**config.mk**
```make
export PLATFORM = sky130hd
export DESIGN_NAME = path_attribute_tlv_parser_core
export DESIGN_NICKNAME = d
export VERILOG_FILES = /design/src/patp_pkg.sv /design/src/path_attribute_tlv_parser_core.sv /design/src/patp_step.sv
export SDC_FILE = /design/constraint.sdc
export NUM_CORES = 1
export LEC_CHECK = 0
export ABC_AREA = 1
export BUFFER_PORTS_ARGS = -buffer_cell sky130_fd_sc_hd__buf_2
export CAP_MARGIN = 20
export CELL_PAD_IN_SITES_DETAIL_PLACEMENT = 1
export CELL_PAD_IN_SITES_GLOBAL_PLACEMENT = 2
export CORE_UTILIZATION = 37
export CTS_BUF_LIST = sky130_fd_sc_hd__clkbuf_2 sky130_fd_sc_hd__clkbuf_4 sky130_fd_sc_hd__clkbuf_8
export DETAILED_ROUTE_END_ITERATION = 8
export GPL_TIMING_DRIVEN = 0
export PLACE_DENSITY_LB_ADDON = 0.1
export SYNTH_ARGS = -nofsm -noshare
export SYNTH_HDL_FRONTEND = slang
export SYNTH_SLANG_ARGS = --single-unit
```
**constraint.sdc**
```tcl
create_clock -name clk_i -period 2.6 [get_ports clk_i]
set_clock_uncertainty 0.15 [all_clocks]
set_input_delay 0.13 -clock clk_i [delete_from_list [all_inputs] [get_ports clk_i]]
set_output_delay 0.13 -clock clk_i [all_outputs]
set_load 0.05 [all_outputs]
```
**src/patp_pkg.sv**
```systemverilog
package patp_pkg;

  localparam int unsigned EXTENDED_BIT_DEFAULT = 4;

  localparam int unsigned DATA_W   = 8;
  localparam int unsigned LENGTH_W = 16;
  localparam int unsigned ROLE_W   = 3;

  // Output stream packing.
  localparam int unsigned M_TDATA_W = 56;
  localparam int unsigned M_TUSER_W = 5;

  // Parser phase; the byte role of a byte equals the phase it arrives in.
  typedef enum logic [ROLE_W-1:0] {
    PH_FLAGS  = 3'd0,
    PH_TYPE   = 3'd1,
    PH_LEN_HI = 3'd2,
    PH_LEN_LO = 3'd3,
    PH_VALUE  = 3'd4
  } phase_e;

  localparam logic [ROLE_W-1:0] ROLE_FLAGS  = 3'd0;
  localparam logic [ROLE_W-1:0] ROLE_TYPE   = 3'd1;
  localparam logic [ROLE_W-1:0] ROLE_LEN_HI = 3'd2;
  localparam logic [ROLE_W-1:0] ROLE_LEN_LO = 3'd3;
  localparam logic [ROLE_W-1:0] ROLE_VALUE  = 3'd4;

  typedef struct packed {
    logic [ROLE_W-1:0]   byte_role;
    logic [DATA_W-1:0]   data_out;
    logic [DATA_W-1:0]   attr_flags;
    logic [DATA_W-1:0]   attr_type;
    logic [LENGTH_W-1:0] value_length;
    logic [LENGTH_W-1:0] value_offset;
    logic                attribute_end;
    logic                frame_end;
    logic                frame_error;
  } patp_result_t;

endpackage

```
**src/path_attribute_tlv_parser_core.sv**
```systemverilog
// Path attribute parser for the attribute section of a route update.
// The slave stream carries one section byte per transfer, with tlast on the
// final byte of the section. Every byte comes out on the master stream as one
// transfer tagged with its role (flags, type, length high/only, length low,
// value), the current attribute's flags, type and declared length, and the
// offset of a value byte within the value. tuser marks the byte that completes
// an attribute and, on the tlast byte, a section that ends inside an attribute.
// The flag bit that selects a two-byte length is set by ExtendedBit.
// Each byte passes an input register and then a result register, with a single
// parse step between the two; one byte per cycle is sustained while the
// receiver takes every result. Reset empties both registers and returns the
// parser to expecting a flags byte; every section end returns it there too.
// When the receiver stalls, the result register holds its transfer and the
// input register still takes one more byte; after that tready falls until the
// result is taken.
module path_attribute_tlv_parser_core #(
  parameter int unsigned ExtendedBit = patp_pkg::EXTENDED_BIT_DEFAULT
) (
  input  logic                           clk_i,
  input  logic                           rst_ni,
  input  logic                           s_axis_tvalid_i,
  output logic                           s_axis_tready_o,
  input  logic [7:0]                     s_axis_tdata_i,   // data_byte[7:0]
  input  logic                           s_axis_tlast_i,   // last_byte
  output logic                           m_axis_tvalid_o,
  input  logic                           m_axis_tready_i,
  // data_out[7:0], attr_flags[15:8], attr_type[23:16], value_length[39:24],
  // value_offset[55:40]
  output logic [patp_pkg::M_TDATA_W-1:0] m_axis_tdata_o,
  // byte_role[2:0], attribute_end[3], frame_error[4]
  output logic [patp_pkg::M_TUSER_W-1:0] m_axis_tuser_o,
  output logic                           m_axis_tlast_o    // frame_end
);
  import patp_pkg::*;

  logic         in_valid_q;
  logic [7:0]   in_data_q;
  logic         in_last_q;
  logic         out_valid_q;
  patp_result_t out_q;
  patp_result_t step_res;
  logic         out_free;
  logic         advance;

  assign out_free        = !out_valid_q || m_axis_tready_i;
  assign advance         = in_valid_q && out_free;
  assign s_axis_tready_o = !in_valid_q || out_free;

  always_ff @(posedge clk_i or negedge rst_ni) begin
    if (!rst_ni) begin
      in_valid_q <= 1'b0;
    end else if (s_axis_tready_o) begin
      in_valid_q <= s_axis_tvalid_i;
    end
  end

  always_ff @(posedge clk_i) begin
    if (s_axis_tready_o && s_axis_tvalid_i) begin
      in_data_q <= s_axis_tdata_i;
      in_last_q <= s_axis_tlast_i;
    end
  end

  patp_step #(
    .ExtendedBit(ExtendedBit)
  ) u_step (
    .clk_i    (clk_i),
    .rst_ni   (rst_ni),
    .advance_i(advance),
    .data_i   (in_data_q),
    .last_i   (in_last_q),
    .result_o (step_res)
  );

  always_ff @(posedge clk_i or negedge rst_ni) begin
    if (!rst_ni) begin
      out_valid_q <= 1'b0;
    end else if (out_free) begin
      out_valid_q <= in_valid_q;
    end
  end

  always_ff @(posedge clk_i) begin
    if (advance) begin
      out_q <= step_res;
    end
  end

  assign m_axis_tvalid_o = out_valid_q;
  assign m_axis_tdata_o  = {out_q.value_offset, out_q.value_length, out_q.attr_type,
                            out_q.attr_flags, out_q.data_out};
  assign m_axis_tuser_o  = {out_q.frame_error, out_q.attribute_end, out_q.byte_role};
  assign m_axis_tlast_o  = out_q.frame_end;

  a_error_at_end: assert property (@(posedge clk_i) disable iff (!rst_ni)
    m_axis_tvalid_o && m_axis_tuser_o[4] |-> m_axis_tlast_o)
    else $error("frame error reported away from the section end");

  a_end_role: assert property (@(posedge clk_i) disable iff (!rst_ni)
    m_axis_tvalid_o && m_axis_tuser_o[3] |->
      (m_axis_tuser_o[2:0] == ROLE_LEN_HI) || (m_axis_tuser_o[2:0] == ROLE_LEN_LO) ||
      (m_axis_tuser_o[2:0] == ROLE_VALUE))
    else $error("attribute end on a header byte");

  a_offset_role: assert property (@(posedge clk_i) disable iff (!rst_ni)
    m_axis_tvalid_o && (m_axis_tuser_o[2:0] != ROLE_VALUE) |-> m_axis_tdata_o[55:40] == '0)
    else $error("value offset set on a non-value byte");

  a_flags_role: assert property (@(posedge clk_i) disable iff (!rst_ni)
    m_axis_tvalid_o && (m_axis_tuser_o[2:0] == ROLE_FLAGS) |->
      (m_axis_tdata_o[15:8] == m_axis_tdata_o[7:0]) && (m_axis_tdata_o[23:16] == '0))
    else $error("flags byte not latched as attribute flags");

endmodule

```
**src/patp_step.sv**
```systemverilog
module patp_step #(
  parameter int unsigned ExtendedBit = patp_pkg::EXTENDED_BIT_DEFAULT
) (
  input  logic                   clk_i,
  input  logic                   rst_ni,
  input  logic                   advance_i,
  input  logic [7:0]             data_i,
  input  logic                   last_i,
  output patp_pkg::patp_result_t result_o
);
  import patp_pkg::*;

  localparam logic [2:0] ExtIdx = 3'(ExtendedBit);

  phase_e              phase_q, phase_d;
  logic [DATA_W-1:0]   flags_q, flags_d;
  logic [DATA_W-1:0]   type_q, type_d;
  logic [LENGTH_W-1:0] len_q, len_d;
  logic [LENGTH_W-1:0] rem_q, rem_d;
  logic [LENGTH_W-1:0] pos_q, pos_d;
  logic                extended;

  assign extended = flags_q[ExtIdx];

  // Next state of the attribute parser, before the section end forces the flags phase.
  always_comb begin
    phase_d = phase_q;
    flags_d = flags_q;
    type_d  = type_q;
    len_d   = len_q;
    rem_d   = rem_q;
    pos_d   = pos_q;
    case (phase_q)
      PH_TYPE: begin
        type_d  = data_i;
        phase_d = PH_LEN_HI;
      end
      PH_LEN_HI: begin
        if (extended) begin
          len_d   = {data_i, 8'h00};
          phase_d = PH_LEN_LO;
        end else begin
          len_d   = {8'h00, data_i};
          rem_d   = len_d;
          pos_d   = '0;
          phase_d = (len_d == '0) ? PH_FLAGS : PH_VALUE;
        end
      end
      PH_LEN_LO: begin
        len_d   = {len_q[15:8], data_i};
        rem_d   = len_d;
        pos_d   = '0;
        phase_d = (len_d == '0) ? PH_FLAGS : PH_VALUE;
      end
      PH_VALUE: begin
        pos_d = pos_q + 16'd1;
        rem_d = rem_q - 16'd1;
        if (rem_q == 16'd1) begin
          phase_d = PH_FLAGS;
        end
      end
      default: begin
        flags_d = data_i;
        type_d  = '0;
        len_d   = '0;
        rem_d   = '0;
        pos_d   = '0;
        phase_d = PH_TYPE;
      end
    endcase
  end

  always_comb begin
    result_o.byte_role     = ROLE_FLAGS;
    result_o.value_offset  = '0;
    result_o.attribute_end = 1'b0;
    case (phase_q)
      PH_TYPE: begin
        result_o.byte_role = ROLE_TYPE;
      end
      PH_LEN_HI: begin
        result_o.byte_role     = ROLE_LEN_HI;
        result_o.attribute_end = !extended && (data_i == '0);
      end
      PH_LEN_LO: begin
        result_o.byte_role     = ROLE_LEN_LO;
        result_o.attribute_end = (len_d == '0);
      end
      PH_VALUE: begin
        result_o.byte_role     = ROLE_VALUE;
        result_o.value_offset  = pos_q;
        result_o.attribute_end = (rem_q == 16'd1);
      end
      default: begin
        result_o.byte_role = ROLE_FLAGS;
      end
    endcase
    result_o.data_out     = data_i;
    result_o.attr_flags   = flags_d;
    result_o.attr_type    = type_d;
    result_o.value_length = len_d;
    result_o.frame_end    = last_i;
    result_o.frame_error  = last_i && (phase_d != PH_FLAGS);
  end

  always_ff @(posedge clk_i or negedge rst_ni) begin
    if (!rst_ni) begin
      phase_q <= PH_FLAGS;
      flags_q <= '0;
      type_q  <= '0;
      len_q   <= '0;
      rem_q   <= '0;
      pos_q   <= '0;
    end else if (advance_i) begin
      phase_q <= last_i ? PH_FLAGS : phase_d;
      flags_q <= flags_d;
      type_q  <= type_d;
      len_q   <= len_d;
      rem_q   <= rem_d;
      pos_q   <= pos_d;
    end
  end

endmodule
```
After elaboration in Yosys (flattened, before gate mapping)
Index checks and enable logic that the tools add are counted.

word-level totals
  flip-flop bits (word level) = 140
  bits of input ports = 13
  output and inout bits = 64
  logic and storage cells = 61

operators by class
  add/sub/neg operators = 2
  equality and inequality tests = 6
  mux-type cells = 16
  bitwise gates (word level) = 1
  reductions and logical operators = 17

operator list
  cell                                                   count
  case mux 16 bit (3 select lines)                       2
  case mux 16 bit (4 select lines)                       1
  2-to-1 mux 16 bit                                      3
  zero test 16 bit                                       2
  case mux 3 bit (4 select lines)                        2
  adder 16 x 1 -> 16 bit (second input constant)         1
  equality test 16 x 1 -> 1 bit (second input constant)  1
  case mux 8 bit (2 select lines)                        1
  subtractor 16 x 1 -> 16 bit (second input constant)    1
  2-to-1 mux 3 bit                                       5
  zero test 8 bit                                        1
  2-to-1 mux 8 bit                                       1
  equality test 3 x 2 -> 1 bit (second input constant)   2
  logical AND 1 bit                                      4
  OR reduction 4 bit                                     1
  equality test 3 x 1 -> 1 bit (second input constant)   1
  equality test 3 bit (second input constant)            1
  zero test 1 bit                                        3
  case mux 1 bit (3 select lines)                        1
  AND reduction 3 bit                                    1
  nonzero test 3 bit                                     1
  OR reduction 3 bit                                     1
  logical OR 1 bit                                       2
  inequality test 2 bit (second input constant)          1
  2 further kinds                                        2

Logic depth before layout (Yosys ltp)
  depth after elaboration = 6
  mapped depth = 11
  depth with buffers taken out = 10

Hierarchy
From an unflattened synthesis, not the netlist that was laid out.

unflattened totals
  cells, all modules = 699
  area total of the unflattened synthesis = 6,557.5 sq um

modules (own cells, without submodules)
  module                          instances  cells an instance  area each (sq um)  seq. area each (sq um)
  patp_step                       1          616                4,330.4            1,676.6
  path_attribute_tlv_parser_core  1          83                 2,227.1            2,182.1

Worst setup path after synthesis
OpenSTA, ideal clock, no wires.

  kind = register -> register
  start = register out_valid_q (netlist: m_axis_tvalid_o)
  end = register out_q (netlist bit m_axis_tdata_o[0]), enable pin
  setup time = 0.394 ns
  arrival time = 2.084 ns
  required time = 2.056 ns
  setup slack = -0.029 ns
  stages on the path, launching flop included = 6
  buffers on the path = 2
  clock period less this slack = 2.629 ns
  path through = dfrtp_1 > nand2_1 > nand2_1 > inv_2 > clkbuf_1 > buf_2

on the way
  word-level cells in the longest chain between the ends = 3

RTL lines
  what                    RTL line                              source
  start, declared         path_attribute_tlv_parser_core.sv:39  logic out_valid_q;
  start signal, assigned  path_attribute_tlv_parser_core.sv:79  out_valid_q <= in_valid_q;
  zero test 1 bit         path_attribute_tlv_parser_core.sv:45  assign out_free = !out_valid_q || m_axis_tready_i;
  logical OR 1 bit        path_attribute_tlv_parser_core.sv:45
  logical AND 1 bit       path_attribute_tlv_parser_core.sv:46  assign advance = in_valid_q && out_free;
  via advance             path_attribute_tlv_parser_core.sv:43  logic advance;
  end signal, assigned    path_attribute_tlv_parser_core.sv:85  out_q <= step_res;
  end, declared           path_attribute_tlv_parser_core.sv:40  patp_result_t out_q;

The timed path passes the listed nets, and every way through them passes these cells.
A chain may end at the register's enable or synchronous reset.

Worst setup path after layout
  start = register out_valid_q (netlist: m_axis_tvalid_o)
  end = register out_q (netlist bit m_axis_tdata_o[55]), enable pin

The elaborated chain is that of the path after synthesis.

==> summary.md <==
| Metric | Value |
|---|---|
| Largest net degree at the start of global routing | 72 |
| WP data required | 2540 ps |
| Fmax | 0.4170 GHz |
| Max-slew violations | 0 |
| Final HPWL DP | 12490 µm |
| Register Area | 0.003859 mm² |
| R2r startpoint | m_axis_tvalid_o |
| Setup slack after layout | 202.0 ps |
| Worst hold-check path type | in -> async |
| Grt total ovfl | 0 |
| Row count | 47 |
| Post-route ant nets | 0 |
| Worst slack at placement | -33.77 ps |
| Ant. Diodes | 0 |
| First-pass GRT wire length | 29210 µm |
| H-Tree Level Count | 4 |
| TritonCTS clock tree | built |
| Register area share after synthesis | 0.6168 |
| Library cells used by synthesis | 33 |
| CP arrival | 2340 ps |
| Gate Count Post-Synth | 672 |
| Avg Synthesized Cell Area | 9.310 µm² |
| Leak | 3.348 nW |
| Syn Nets | 688 |
| Die extent in y | 132.0 µm |
| Overall Global Routing Usage | 0.2205 |
| Multi-input gate area | 0.002019 mm² |
| Fin area | 0.007538 mm² |
| Setup repair bufs after CTS | 0 |
| Wire length per cell | 17.66 µm |
| Filler cells | 1942 |
| Peak VDD IR | 0.0004877 V |
| Synth Cell Area | 0.006256 mm² |
| Startpoint types | flip-flop |
| CTS buffer count | 17 |
| Area post-placement | 0.006944 mm² |
| Synth Flop Type | edfxtp_1 |
| Synth top area cells | edfxtp_1 34%, dfrtp_1 28%, nand2_1 11%, nor2_1 4.4%, inv_1 3.9% |
| Status | completed |
| Worst Setup End Kind | flip-flop |
| Filler-free cell count of the finished design | 1016 |
| Die area | 0.01743 mm² |
| Final min period | 2398 ps |
| Relative slew margins | 0.5679 |
| Most frequent cell after synthesis | nand2_1 |
| Ys Warns | 0 |
| Worst-Skew Late Latency | 460 ps |
| Largest area contributor in the netlist | edfxtp_1 |
| Root Buffer | clkbuf_8 |
| Post-synth EDFFs | 71 |
| Max clock buf depth | 2 |
| CTS sink count | 140 |
| Drt first pass iters | 8 |
| Starting density of the core | 0.3786 |
| Area grow syn2layout | 20.50% |
| Ratio of cells with drive above 1 in the final layout | 0.1809 |
| Vias in the first global route | 5379 |
| Post-synth ARST share | 0.4929 |
| Initial antenna violation count | 0 |
| Clk pin slew, worst setup/hold paths | 90 ps |
| Vias per Instance | 5.067 |
| Core Area | 0.01652 mm² |
| Drt total wl | 17950 µm |
| Period utilization | 0.9223 |
| Max cap viols | 0 |
| Die W | 132.0 µm |
| Share of the synthesized area in the top cell type | 0.3408 |
| Starting DRC count in detailed routing | 303 |
| # port buffers | 76 |
| Util after Layout | 0.4562 |
| Final setup fails | 0 |
| Crit path max fanout | 71 |
| Synth cell count leaders | 185 x nand2_1, 73 x nor2_1, 71 x edfxtp_1 |
| Routability cong. | 0.7656 |
| Hold Violations, Final | 0 |
| NumNets Final | 799 |
| Yosys reg bits | 140 |
| Worst Max-Slew Pin Slew | 648.2 ps |
| Vias post-DR | 5148 |
| IO Pins | 77 |
| DRC violations left | 0 |
| Pwr dens | 1163 mW/mm² |
| Setup CP Type | reg -> reg |
| RSZ-0062 raised after global routing | no |
| Setup crit start | m_axis_tvalid_o |
| Placed cells | 969 |
[critical path, cell delays in order (launching register included)]
cell and delay [ps]:
dfrtp_1 400, nand2_1 90, nand2_1 130, inv_2 120, clkbuf_1 500, buf_6 600
[worst paths after layout]
kind / end / slack (ps) / depth (start not counted)
setup / recovery: m_axis_tdata_o[55] / 200 / 5
max in group asynchronous: u_step.len_q[15] / 1990 / 3
min in group clk_i: in_data_q[4] / 230 / 2
hold / removal: u_step.rem_q[5] / 40 / 3
hold reg to reg: u_step.flags_q[6] / 340 / 2
setup reg to reg: m_axis_tdata_o[55] / 200 / 5
[registers in the layout, summed over array words and instances (netlist names)]
register	flops
m_axis_tdata_o	56
u_step.len_q	16
u_step.pos_q	16
u_step.rem_q	16
in_data_q	8
u_step.flags_q	8
u_step.type_q	8
m_axis_tuser_o	5
u_step.phase_q	3
in_last_q	1
in_valid_q	1
m_axis_tlast_o	1
m_axis_tvalid_o	1
[routing by layer]
| metal | global-route usage | up-vias | wire (µm) |
|---|---|---|---|
| li1 | - | 2444 | - |
| met1 | 0.2878 | 2584 | 8164 |
| met2 | 0.3724 | 95 | 8961 |
| met3 | 0.03460 | 25 | 510 |
| met4 | 0.07752 | 0 | 310 |
| met5 | 0 | - | 0 |
[timing repair]
| action | in CTS | in global routing |
|---|---|---|
| gates resized for setup | 1 | 0 |
| endpoints found under the hold margin | 80 | 0 |
| hold buffers | 15 | 0 |
| setup endpoints to repair | 62 | 0 |
[placed cells by master (no fill, tap or decap), types with 3 or more instances in the layout]
cell type        n
inv_6            4
nor2_2           4
clkinv_4         3
o22ai_1         12
dfrtp_1         69
nand2_1        185
clkbuf_1         7
nor2_1          73
edfxtp_1        71
buf_4            3
nand4_1          9
ha_1             3
o21ai_1         25
nor3_1           9
o21ai_0         41
inv_1           65
xor2_1           4
bufinv_16        3
nand3_1         34
inv_2           10
a21oi_1         14
dlygate4sd3_1   14
a31oi_1         10
buf_2           82
clkbuf_8        18
[layout make-up]
| cell class | instances | area share |
|---|---|---|
| clock buffers | 18 | 0.03286 |
| clock inverters | 14 | 0.02423 |
| plain buffers | 19 | 0.01361 |
| inverters | 75 | 0.03734 |
| repair buffers | 92 | 0.07568 |
| well taps | 220 | 0.03651 |
| flip-flops and latches | 140 | 0.5119 |
| multi-input cells | 438 | 0.2679 |
[per-stage QoR]
stage | hold slack, ps | setup TNS, ps | total power, mW
global placement | 156.8 | 0 | 6.767
CTS | 28.56 | 0 | 8.835
floorplan | -315.6 | 0 | 5.848
global route | 44.82 | 0 | 9.364
detailed placement | -63.00 | -1714 | 6.868
finish | 43.85 | 0 | 8.771
[cells by family (layout without fill, tap and decap cells)]
kind of cell | after synthesis | in the layout | synth area share
simple gates | 324 | 324 | 0.2186
xor+xnor | 5 | 5 | 0.007000
fa+ha+maj | 3 | 3 | 0.006001
flops | 140 | 140 | 0.6168
compound gates | 106 | 106 | 0.09120
buf+inv | 94 | 218 | 0.06040
[power by group]
group / switching, mW / total [mW] / internal (mW)
Combinational: 2.65 / 3.55 / 0.902
Clock: 0.945 / 1.94 / 0.995
Sequential: 0.300 / 3.28 / 2.98
Power figures use the tool's default switching activity.
